<file path="src/rtl/gsr_pkg.sv">
// Shared types and codes for the game-pad shift register block.
package gsr_pkg;

  // Item kinds, carried on s_tuser
  typedef enum logic [1:0] {
    FUNC_EVENT  = 2'd0,
    FUNC_TICK   = 2'd1,
    FUNC_READ   = 2'd2,
    FUNC_STROBE = 2'd3
  } func_t;

  // Button codes
  localparam logic [3:0] BTN_A      = 4'd0;
  localparam logic [3:0] BTN_B      = 4'd1;
  localparam logic [3:0] BTN_SELECT = 4'd2;
  localparam logic [3:0] BTN_START  = 4'd3;
  localparam logic [3:0] BTN_UP     = 4'd4;
  localparam logic [3:0] BTN_DOWN   = 4'd5;
  localparam logic [3:0] BTN_LEFT   = 4'd6;
  localparam logic [3:0] BTN_RIGHT  = 4'd7;
  localparam logic [3:0] BTN_TURBO_A = 4'd8;
  localparam logic [3:0] BTN_TURBO_B = 4'd9;

  // Configuration register indexes
  localparam int unsigned CFG_IDX_W = 3;
  localparam logic [CFG_IDX_W-1:0] CFG_PLAYBACK     = 3'd0;
  localparam logic [CFG_IDX_W-1:0] CFG_ALLOW_OPP    = 3'd1;
  localparam logic [CFG_IDX_W-1:0] CFG_NO_DOUBLE    = 3'd2;
  localparam logic [CFG_IDX_W-1:0] CFG_TURBO_A_PER  = 3'd3;
  localparam logic [CFG_IDX_W-1:0] CFG_TURBO_B_PER  = 3'd4;

  localparam logic [7:0] TURBO_PERIOD_RESET = 8'd2;

  // Bit positions in the output tdata
  localparam int unsigned OUT_READ_BIT = 0;
  localparam int unsigned OUT_MATCHED  = 1;

endpackage

</file>
<file path="src/rtl/gamepad_shift_register_core.sv">
// Game-pad port shift register: button state, turbo units and serial report.
// Usage:
//   Input items arrive on the s_ stream. s_tuser carries the item kind
//   (button event, frame tick, serial read, strobe write); s_tdata carries
//   the button code, level, DMA collision flag and strobe value.
//   Every input item produces exactly one result on the m_ stream: the
//   serial read bit (zero for non-read items) and the event-matched flag.
//   Configuration registers are written through the cfg_ channel, which is
//   always ready; write only while no transfer is in flight.
// Throughput:
//   One item per clock sustained while the receiver does not stall; all
//   state updates are a single pass of logic feeding the state and result
//   registers. The result register is the only buffer.
// Stall behavior:
//   s_tready = !m_tvalid | m_tready, so a new item is taken in the same
//   cycle the previous result is transferred. While the receiver stalls the
//   result holds and s_tready stays low.
// Reset:
//   rst (synchronous, active high) clears all state, restores the default
//   configuration (turbo periods 2) and empties the result register.
module gamepad_shift_register_core
  import gsr_pkg::*;
#(
  parameter int unsigned REPORT_LENGTH = 24  // serial report length, 8..32
) (
  input  logic                 clk,
  input  logic                 rst,
  // input stream
  input  logic                 s_tvalid,
  output logic                 s_tready,
  input  logic [7:0]           s_tdata,   // [3:0] button, [4] pressed,
                                          // [5] dma_collision, [6] strobe_value
  input  logic [1:0]           s_tuser,   // [1:0] func
  // result stream
  output logic                 m_tvalid,
  input  logic                 m_tready,
  output logic [7:0]           m_tdata,   // [0] read_bit, [1] event_matched
  // configuration write channel
  input  logic                 cfg_valid,
  output logic                 cfg_ready,
  input  logic [CFG_IDX_W-1:0] cfg_index,
  input  logic [7:0]           cfg_data
);

  localparam logic [4:0] MaxIndex = 5'(REPORT_LENGTH - 1);

  // configuration
  logic       playback_mode;
  logic       allow_opposite_directions;
  logic       double_read_disabled;
  logic [7:0] turbo_a_period;
  logic [7:0] turbo_b_period;

  // block state
  logic [7:0] button_bits,   button_bits_next;
  logic [4:0] read_index,    read_index_next;
  logic       strobe_bit,    strobe_bit_next;
  logic       turbo_a_on,    turbo_a_on_next;
  logic       turbo_b_on,    turbo_b_on_next;
  logic [7:0] turbo_a_count, turbo_a_count_next;
  logic [7:0] turbo_b_count, turbo_b_count_next;

  // input fields
  func_t      func;
  logic [3:0] button;
  logic       pressed;
  logic       dma_collision;
  logic       strobe_value;

  logic       accept;
  logic       rd_bit;
  logic       matched;

  // serial read path: up to two shifts
  logic [4:0] idx_b, idx_c;
  logic       bit_a, bit_b;
  logic       second_shift;

  // turbo counters
  logic [8:0] ta_sum, tb_sum;

  assign func          = func_t'(s_tuser);
  assign button        = s_tdata[3:0];
  assign pressed       = s_tdata[4];
  assign dma_collision = s_tdata[5];
  assign strobe_value  = s_tdata[6];

  assign s_tready  = !m_tvalid || m_tready;
  assign accept    = s_tvalid && s_tready;
  assign cfg_ready = 1'b1;

  // Report bits past the eight buttons read as pressed.
  assign bit_a = (read_index < 5'd8) ? button_bits[read_index[2:0]] : 1'b1;
  assign idx_b = (!strobe_bit && read_index < MaxIndex) ? read_index + 5'd1 : read_index;
  assign bit_b = (idx_b < 5'd8) ? button_bits[idx_b[2:0]] : 1'b1;
  assign idx_c = (!strobe_bit && idx_b < MaxIndex) ? idx_b + 5'd1 : idx_b;
  assign second_shift = dma_collision && !double_read_disabled;

  assign ta_sum = {1'b0, turbo_a_count} + 9'd1;
  assign tb_sum = {1'b0, turbo_b_count} + 9'd1;

  always_comb begin
    button_bits_next   = button_bits;
    read_index_next    = read_index;
    strobe_bit_next    = strobe_bit;
    turbo_a_on_next    = turbo_a_on;
    turbo_b_on_next    = turbo_b_on;
    turbo_a_count_next = turbo_a_count;
    turbo_b_count_next = turbo_b_count;
    rd_bit             = 1'b0;
    matched            = 1'b1;

    case (func)
      FUNC_EVENT: begin
        if (!playback_mode) begin
          case (button)
            BTN_A: begin
              if (!turbo_a_on) button_bits_next[0] = pressed;
            end
            BTN_B: begin
              if (!turbo_b_on) button_bits_next[1] = pressed;
            end
            BTN_SELECT, BTN_START: begin
              button_bits_next[button[2:0]] = pressed;
            end
            BTN_UP, BTN_DOWN, BTN_LEFT, BTN_RIGHT: begin
              button_bits_next[button[2:0]] = pressed;
              // a press frees the opposite (up/down, left/right) unless allowed
              if (!allow_opposite_directions && pressed)
                button_bits_next[{button[2:1], ~button[0]}] = 1'b0;
            end
            BTN_TURBO_A: begin
              turbo_a_on_next = pressed;
              if (!pressed) begin
                button_bits_next[0] = 1'b0;
                turbo_a_count_next  = 8'd0;
              end
            end
            BTN_TURBO_B: begin
              turbo_b_on_next = pressed;
              if (!pressed) begin
                button_bits_next[1] = 1'b0;
                turbo_b_count_next  = 8'd0;
              end
            end
            default: begin
              matched = 1'b0;
            end
          endcase
        end
      end
      FUNC_TICK: begin
        if (turbo_a_on) begin
          if (ta_sum == {1'b0, turbo_a_period}) begin
            button_bits_next[0] = 1'b1;
            turbo_a_count_next  = ta_sum[7:0];
          end else if (ta_sum > {1'b0, turbo_a_period}) begin
            button_bits_next[0] = 1'b0;
            turbo_a_count_next  = 8'd0;
          end else begin
            turbo_a_count_next  = ta_sum[7:0];
          end
        end
        if (turbo_b_on) begin
          if (tb_sum == {1'b0, turbo_b_period}) begin
            button_bits_next[1] = 1'b1;
            turbo_b_count_next  = tb_sum[7:0];
          end else if (tb_sum > {1'b0, turbo_b_period}) begin
            button_bits_next[1] = 1'b0;
            turbo_b_count_next  = 8'd0;
          end else begin
            turbo_b_count_next  = tb_sum[7:0];
          end
        end
      end
      FUNC_READ: begin
        if (second_shift) begin
          rd_bit          = bit_b;
          read_index_next = idx_c;
        end else begin
          rd_bit          = bit_a;
          read_index_next = idx_b;
        end
      end
      FUNC_STROBE: begin
        strobe_bit_next = strobe_value;
        read_index_next = 5'd0;
      end
      default: begin
      end
    endcase
  end

  // configuration registers
  always_ff @(posedge clk) begin
    if (rst) begin
      playback_mode             <= 1'b0;
      allow_opposite_directions <= 1'b0;
      double_read_disabled      <= 1'b0;
      turbo_a_period            <= TURBO_PERIOD_RESET;
      turbo_b_period            <= TURBO_PERIOD_RESET;
    end else if (cfg_valid && cfg_ready) begin
      case (cfg_index)
        CFG_PLAYBACK:    playback_mode             <= cfg_data[0];
        CFG_ALLOW_OPP:   allow_opposite_directions <= cfg_data[0];
        CFG_NO_DOUBLE:   double_read_disabled      <= cfg_data[0];
        CFG_TURBO_A_PER: turbo_a_period            <= cfg_data;
        CFG_TURBO_B_PER: turbo_b_period            <= cfg_data;
        default: begin
        end
      endcase
    end
  end

  // block state, updated on each input transfer
  always_ff @(posedge clk) begin
    if (rst) begin
      button_bits   <= 8'd0;
      read_index    <= 5'd0;
      strobe_bit    <= 1'b0;
      turbo_a_on    <= 1'b0;
      turbo_b_on    <= 1'b0;
      turbo_a_count <= 8'd0;
      turbo_b_count <= 8'd0;
    end else if (accept) begin
      button_bits   <= button_bits_next;
      read_index    <= read_index_next;
      strobe_bit    <= strobe_bit_next;
      turbo_a_on    <= turbo_a_on_next;
      turbo_b_on    <= turbo_b_on_next;
      turbo_a_count <= turbo_a_count_next;
      turbo_b_count <= turbo_b_count_next;
    end
  end

  // result register
  always_ff @(posedge clk) begin
    if (rst) begin
      m_tvalid <= 1'b0;
    end else if (accept) begin
      m_tvalid <= 1'b1;
    end else if (m_tready) begin
      m_tvalid <= 1'b0;
    end
  end

  // [1] event_matched, [0] read_bit
  always_ff @(posedge clk) begin
    if (accept) begin
      m_tdata <= {6'd0, matched, rd_bit};
    end
  end

endmodule

</file>
<file path="config.mk">
export PLATFORM = sky130hd
export DESIGN_NAME = gamepad_shift_register_core
export DESIGN_NICKNAME = d
export VERILOG_FILES = /design/src/rtl/gsr_pkg.sv /design/src/rtl/gamepad_shift_register_core.sv
export SDC_FILE = /design/constraint.sdc
export NUM_CORES = 1
export LEC_CHECK = 0
export BUFFER_PORTS_ARGS = -buffer_cell sky130_fd_sc_hd__buf_2
export CORE_AREA = 5 5 86 88
export CTS_CLUSTER_DIAMETER = 40
export DETAILED_ROUTE_END_ITERATION = 6
export DIE_AREA = 0 0 91 93
export HOLD_SLACK_MARGIN = 0.06
export PLACE_DENSITY = 0.77
export SETUP_SLACK_MARGIN = 0.2
export SLEW_MARGIN = 20
export SYNTH_ARGS = -nofsm -noshare
export SYNTH_HDL_FRONTEND = slang
export SYNTH_SLANG_ARGS = --single-unit
</file>
<file path="constraint.sdc">
create_clock -name clk -period 4.3 [get_ports clk]
set_clock_uncertainty 0.15 [all_clocks]
set_input_delay 0.215 -clock clk [delete_from_list [all_inputs] [get_ports clk]]
set_output_delay 0.215 -clock clk [all_outputs]
set_load 0.005 [all_outputs]
</file>
* After elaboration in Yosys (flattened, before gate mapping) *
Index checks and enable logic that the tools add are counted.

storage, ports and cells
  register bits after elaboration = 54
  bits of input ports = 26
  output and inout port bits = 11
  word-level logic and storage cells = 154

operators by class
  add/sub/neg operators = 4
  $lt $le $gt $ge = 12
  equal/unequal tests = 32
  mux-type cells = 47
  bitwise logic cells = 5
  reductions and logical operators = 37

operators by type and width
  operator                                                                      number
  8-bit two-way mux                                                             12
  8-bit one-hot mux with 2 select lines                                         2
  1-bit two-way mux                                                             19
  8-bit by 1-bit adder with 9-bit output, second input constant                 2
  9-bit by 8-bit equality test with 1-bit output                                2
  9-bit by 8-bit > comparator with 1-bit output                                 2
  3-bit != test, second input constant                                          6
  4-bit by 3-bit equality test with 1-bit output, second input constant         4
  3-bit by 4-bit less-than comparator with 1-bit output, second input constant  4
  8-bit AND reduction                                                           2
  5-bit two-way mux                                                             3
  2-bit AND reduction                                                           7
  6-bit one-hot mux with 2 select lines                                         1
  4-bit AND reduction                                                           3
  6-bit AND reduction                                                           2
  5-bit by 1-bit adder with 5-bit output, second input constant                 2
  5-bit by 4-bit less-than comparator with 1-bit output, second input constant  2
  5-bit less-than comparator, second input constant                             2
  5-bit by 1-bit != test with 1-bit output, second input constant               2
  5-bit one-hot mux with 2 select lines                                         1
  10-bit OR reduction                                                           1
  8-bit bitwise AND                                                             1
  8-bit bitwise mux                                                             1
  4-bit by 2-bit equality test with 1-bit output, second input constant         2
  other kinds (26)                                                              52

* Depth between registers and ports, before layout *
  word-level depth = 11
  mapped depth = 12
  mapped depth without buffers = 12

* Least setup slack after synthesis *
OpenSTA, ideal clock, no wires.

  path type = reg-to-reg
  from = register turbo_a_count[0]
  to = register turbo_a_count[2]
  arrival = 3117 ps
  required time = 4076 ps
  path slack = 959 ps
  stages on the path, launching flop included = 13
  buffers on the path = 0
  clock period less this slack = 3341 ps
  cell sequence = dfxtp_1 > ha_1 > nand3_1 > or2_2 > and2_1 > or2_2 > ha_1 > nand4_1 > or2_2 > a21o_1 > nor4_1 > a21oi_1 > o21ai_0

on the way
  longest elaborated chain between the ends = 6
  elaborated cells between the ends (all ways) = 7
  those cells by class = add/sub (1); order compare (1); eq/ne (1); mux (4)

RTL lines
  element                                        RTL line                            RTL
  from (decl)                                    gamepad_shift_register_core.sv:60   logic [7:0] turbo_a_count, turbo_a_count_next;
  from (signal assigned)                         gamepad_shift_register_core.sv:231  turbo_a_count <= turbo_a_count_next;
  8-bit by 1-bit adder with 9-bit output *       gamepad_shift_register_core.sv:99   assign ta_sum = {1'b0, turbo_a_count} + 9'd1;
  9-bit by 8-bit > comparator with 1-bit output  gamepad_shift_register_core.sv:157  end else if (ta_sum > {1'b0, turbo_a_period}) begin
  8-bit two-way mux                              gamepad_shift_register_core.sv:157
  8-bit two-way mux *                            gamepad_shift_register_core.sv:154  if (ta_sum == {1'b0, turbo_a_period}) begin
  8-bit two-way mux *                            gamepad_shift_register_core.sv:153  if (turbo_a_on) begin
  8-bit one-hot mux with 2 select lines *        gamepad_shift_register_core.sv:113  case (func)

Every way passes the cells marked *; elsewhere a longest branch is shown, timed or not. The select of a mux whose other input is x is not followed.
A chain may end at the register's enable or synchronous reset.

* Worst setup path after layout *
Ends and elaborated chain as after synthesis.

==> run summary <==
The initial antenna violation count is 0. The clock insertion delay at the later pin of the skew report came out at 0.31 ns. The number of different library cells in the post-synthesis netlist is 63. The most critical setup path has its endpoint at turbo_a_count[2]$_SDFFE_PP0P_. In this run the clock root is driven by a sky130_fd_sc_hd__clkbuf_8. The leakage power came out at 1.513 nW. For this design, the sink count on the clock tree is 54. STA classifies the critical path startpoint as a register. For this configuration, the core starts out at a cell density of 0.5446.

The layout cell share with drive strength beyond 1 is 0.1203. The relative contribution of combinational cells to total power is 0.117. The proportion of synthesized flip-flops having asynchronous set or reset came out at 0. The HPWL after detailed placement is 6.003 mm. In this run the critical register-to-register path is captured at turbo_a_count[2]$_SDFFE_PP0P_. Clock-pin slew was measured on the worst setup and hold paths at 0.10 ns. For the pin with the worst max-slew slack, the measured transition is 0.8544 ns. The flow ran to the end, and the final reports show no timing, DRC or antenna violations. The final critical-path share of the clock period is 0.8026. The residual DRC count is 0. Entering global routing, the biggest net connects 49 pins.

The mean area per synthesized cell is 7.862 um^2. The first-pass GRT wire length came out at 13.73 mm. The number of core rows came out at 30. The die covers 8463 um^2. Measured against its own limit, the worst slew margin works out to 0.4304.

For the worst flop-to-flop path, the logic depth is 13. TritonCTS built the clock tree. The number of nets with antenna violations after detailed routing is 0. The final number of max-transition violations came to 0. The source of the critical timing path is turbo_a_count[0]$_SDFFE_PP0P_. The sequential fraction of the synthesis area is 0.3078. At the end of routability-driven placement, the weighted congestion stood at 0.9618.

The total overflow left after global routing is 0. For this run, the top clock speed supported by timing is 0.2898 GHz. The final critical-path setup slack is 0.8490 ns. After detailed routing, the average wire length per cell comes to 14.40 um. The worst IR drop on VDD came out at 0.2393 mV. The number of primary I/O pins came out at 37.

The number of antenna diodes in the final layout is 0. The time the worst path needs with I/O delays and setup came out at 3.451 ns. The smallest hold slack is 0.09425 ns.

The post-synthesis instance area came out at 3577 um^2. The setup slack at placement is 0.8901 ns. The height of the chip is 93 um.

In this run the post-CTS setup repair buffer count came out at 0. The tool flagged a number of max-cap violations equal to 0. The detailed-routing iteration count for the pre-antenna-repair pass came out at 5. The worst setup slack for register-to-register paths is 0.85 ns.

The filler cells instantiated in the layout total 605. The capturing element type of the critical path is a register. The final routed wirelength across all metal layers came out at 8.092 mm.

The number of enable-type register cells in the synthesized netlist is 2. Detailed routing inserted a total of 3303 vias. Internal power comes to 0.7480 mW. The post-synthesis to final-layout area growth is 9.549%.

For the final routed database, the setup TNS stands at 0 ns. The startpoint identified for the worst register-to-register timing path is turbo_a_count[0]$_SDFFE_PP0P_. The standard cell core area came out at 6569 um^2.

The worst setup path is of the register to register kind. Data on the critical path is required at its endpoint by 4.40 ns. The number of gates resized after cts came out at 0. The share of power burned in the clock network is 0.359. The synthesized flop and latch total came out at 54. The critical-path maximum fanout is 6. The clock passes through at most 2 buffers. The net switching component of the power is 0.2429 mW. The final net count is 527.

The warning count from the yosys run came out at 0. For this run, the total global-route usage over all layers was measured as 0.1907. The most used flip-flop cell after synthesis is sky130_fd_sc_hd__dfxtp_1. The min-delay analysis places its worst path in the category primary input to register. The number of cells produced by synthesis is 455. Setup repair after global routing left no endpoint under its margin. The total power per unit cell area came out at 252.9 nW/um^2.

The switching part of the total came out at 0.2451. The number of violations reported at the end of detailed-routing iteration 0 is 183. The sequential group share of total power is 0.524. The width of the chip is 91 um.

The total setup violations reported at the end of the flow came out at 0. The arrival time reported for the critical path endpoint is 3.55 ns. After detailed routing, the number of vias per cell comes to 5.877. The number of buffers inserted during clock tree synthesis came out at 5. The completed layout was analyzed and its total power is 0.9909 mW. The number of buffers inserted for hold repair after clock tree synthesis is 10. The worst hold path begins at s_tdata[3].

The final design utilization is 0.5966. The via count of the first global-routing pass is 3060. The count of buffers from port buffering is 28. The number of endpoints with negative hold slack in the final report is 0. The clock tree synthesis step divided the H-tree into 2 levels.
## synthesized netlist by cell type, drive strengths merged, types with 3 or more instances
library cell | n | area (um^2)
and2 | 4 | 25.02
nand3 | 20 | 100.1
o21ai | 21 | 105.1
nor3b | 4 | 30.03
mux4 | 4 | 97.59
nand2b | 3 | 18.77
nor4b | 3 | 32.53
mux2i | 12 | 120.1
nand4 | 6 | 37.54
inv | 21 | 78.83
dfxtp | 52 | 1041
a21oi | 35 | 175.2
ha | 20 | 250.2
xnor2 | 6 | 52.55
nor2b | 6 | 37.54
or3b | 6 | 52.55
a22o | 4 | 35.03
o211ai | 3 | 22.52
or2 | 6 | 37.54
a2111oi | 3 | 32.53
a211oi | 3 | 22.52
and3 | 8 | 51.30
buf | 12 | 92.59
a22oi | 3 | 22.52
xor2 | 9 | 78.83
nor2 | 45 | 168.9
nand2 | 69 | 259.0
nor3 | 13 | 65.06
nand3b | 5 | 37.54
o31ai | 4 | 30.03
clkbuf | 13 | 48.80
## kinds of logic (layout without fill, tap and decap cells)
logic type,after synthesis,after routing,synth area share
muxes,17,17,0.06401
and+or+nand+nor,207,207,0.2900
xor gates and xnor gates,15,15,0.03673
other,2,7,0.002099
buffers and inverters,46,68,0.06156
AOI/OAI and AO/OA,94,94,0.1679
DFF,54,54,0.3078
adders and majority gates,20,20,0.06995
## worst min path at each step
stage,endpoint,slack (ns),cells past startpoint
after floorplan,turbo_a_period[1]$_SDFFE_PP1P_,0.19,2
after global placement,turbo_b_period[5]$_SDFFE_PP0P_,0.30,2
after detailed placement,turbo_a_period[5]$_SDFFE_PP0P_,0.30,2
after CTS,m_tvalid$_SDFFE_PP0P_,0.09,3
after global routing,m_tdata[1]$_SDFFCE_PP1P_,0.11,2
final,m_tdata[1]$_SDFFCE_PP1P_,0.09,2
## layout make-up
type                    count  area, um^2  share of cell area
well taps                  80       100.1             0.02554
repair buffers             39       247.7             0.06322
inverters                  21       78.83             0.02011
multi-input cells         360        2275              0.5805
clock buffers               7       86.33             0.02203
clock inverters             1       30.03            0.007663
flip-flops and latches     54        1101              0.2810
## power by group through the flow
stage | logic, mW | clock network (mW) | registers, mW
5_1_grt | 0.130 | 0.389 | 0.520
2_1_floorplan | 0.0812 | 0 | 0.526
3_5_place_dp | 0.107 | 0 | 0.530
3_3_place_gp | 0.105 | 0 | 0.530
4_1_cts | 0.114 | 0.363 | 0.519
6_report | 0.116 | 0.356 | 0.519
## metal layers
metal | up-vias | share of wire | global-route usage
met5 | - | 0 | 0
met4 | 0 | 0.019 | 0.05623
met3 | 16 | 0.043 | 0.03298
met2 | 82 | 0.50 | 0.3329
met1 | 1562 | 0.44 | 0.2405
li1 | 1643 | - | -
## state kept, by name (all words and copies together) (netlist names), 2 cells and up
signal,flops
turbo_a_period,8
turbo_b_count,8
turbo_b_period,8
turbo_a_count,8
button_bits,8
m_tdata,2
read_index,5
## stage by stage
stage                     instances  area (um^2)
after detailed placement        544         3702
final                           562         3919
after global routing            562         3919
after CTS                       562         3919
after global placement          544         3702
after floorplan                 460         3596
## cells in the final DEF (no fill, tap or decap), types with 3 or more instances in the layout
master / Yosys / final
sky130_fd_sc_hd__nor3b_1: 4 / 4
sky130_fd_sc_hd__and3_1: 7 / 7
sky130_fd_sc_hd__dfxtp_1: 52 / 52
sky130_fd_sc_hd__nand2_1: 69 / 69
sky130_fd_sc_hd__a22oi_1: 3 / 3
sky130_fd_sc_hd__inv_1: 21 / 21
sky130_fd_sc_hd__nand3b_1: 5 / 5
sky130_fd_sc_hd__mux2i_1: 12 / 12
sky130_fd_sc_hd__or3b_2: 5 / 5
sky130_fd_sc_hd__xnor2_1: 6 / 6
sky130_fd_sc_hd__a21oi_1: 35 / 35
sky130_fd_sc_hd__and2_1: 4 / 4
sky130_fd_sc_hd__nor2_1: 45 / 45
sky130_fd_sc_hd__o211ai_1: 3 / 3
sky130_fd_sc_hd__buf_2: 2 / 28
sky130_fd_sc_hd__xor2_1: 9 / 9
sky130_fd_sc_hd__a22o_1: 4 / 4
sky130_fd_sc_hd__nand2b_1: 3 / 3
sky130_fd_sc_hd__nor2b_1: 6 / 6
sky130_fd_sc_hd__clkbuf_8: 0 / 6
sky130_fd_sc_hd__ha_1: 20 / 20
sky130_fd_sc_hd__nand4_1: 6 / 6
sky130_fd_sc_hd__dlygate4sd3_1: 0 / 10
sky130_fd_sc_hd__conb_1: 2 / 7
sky130_fd_sc_hd__nand3_1: 20 / 20
sky130_fd_sc_hd__or2_2: 6 / 6
sky130_fd_sc_hd__nor3_1: 13 / 13
sky130_fd_sc_hd__a211oi_1: 3 / 3
sky130_fd_sc_hd__o31ai_1: 4 / 4
sky130_fd_sc_hd__o21ai_0: 20 / 20
## critical path: stages (launching register included)
cell and delay [ns]:
sky130_fd_sc_hd__dfxtp_1 0.46, sky130_fd_sc_hd__ha_1 0.27, sky130_fd_sc_hd__nand3_1 0.16, sky130_fd_sc_hd__or2_2 0.33, sky130_fd_sc_hd__and2_1 0.17, sky130_fd_sc_hd__or2_2 0.29, sky130_fd_sc_hd__ha_1 0.31, sky130_fd_sc_hd__nand4_1 0.09
sky130_fd_sc_hd__or2_2 0.32, sky130_fd_sc_hd__a21o_1 0.20, sky130_fd_sc_hd__nor4_1 0.24, sky130_fd_sc_hd__buf_4 0.20, sky130_fd_sc_hd__a21oi_1 0.07, sky130_fd_sc_hd__o21ai_0 0.14
Note: power is estimated with default switching activity, not from simulation.
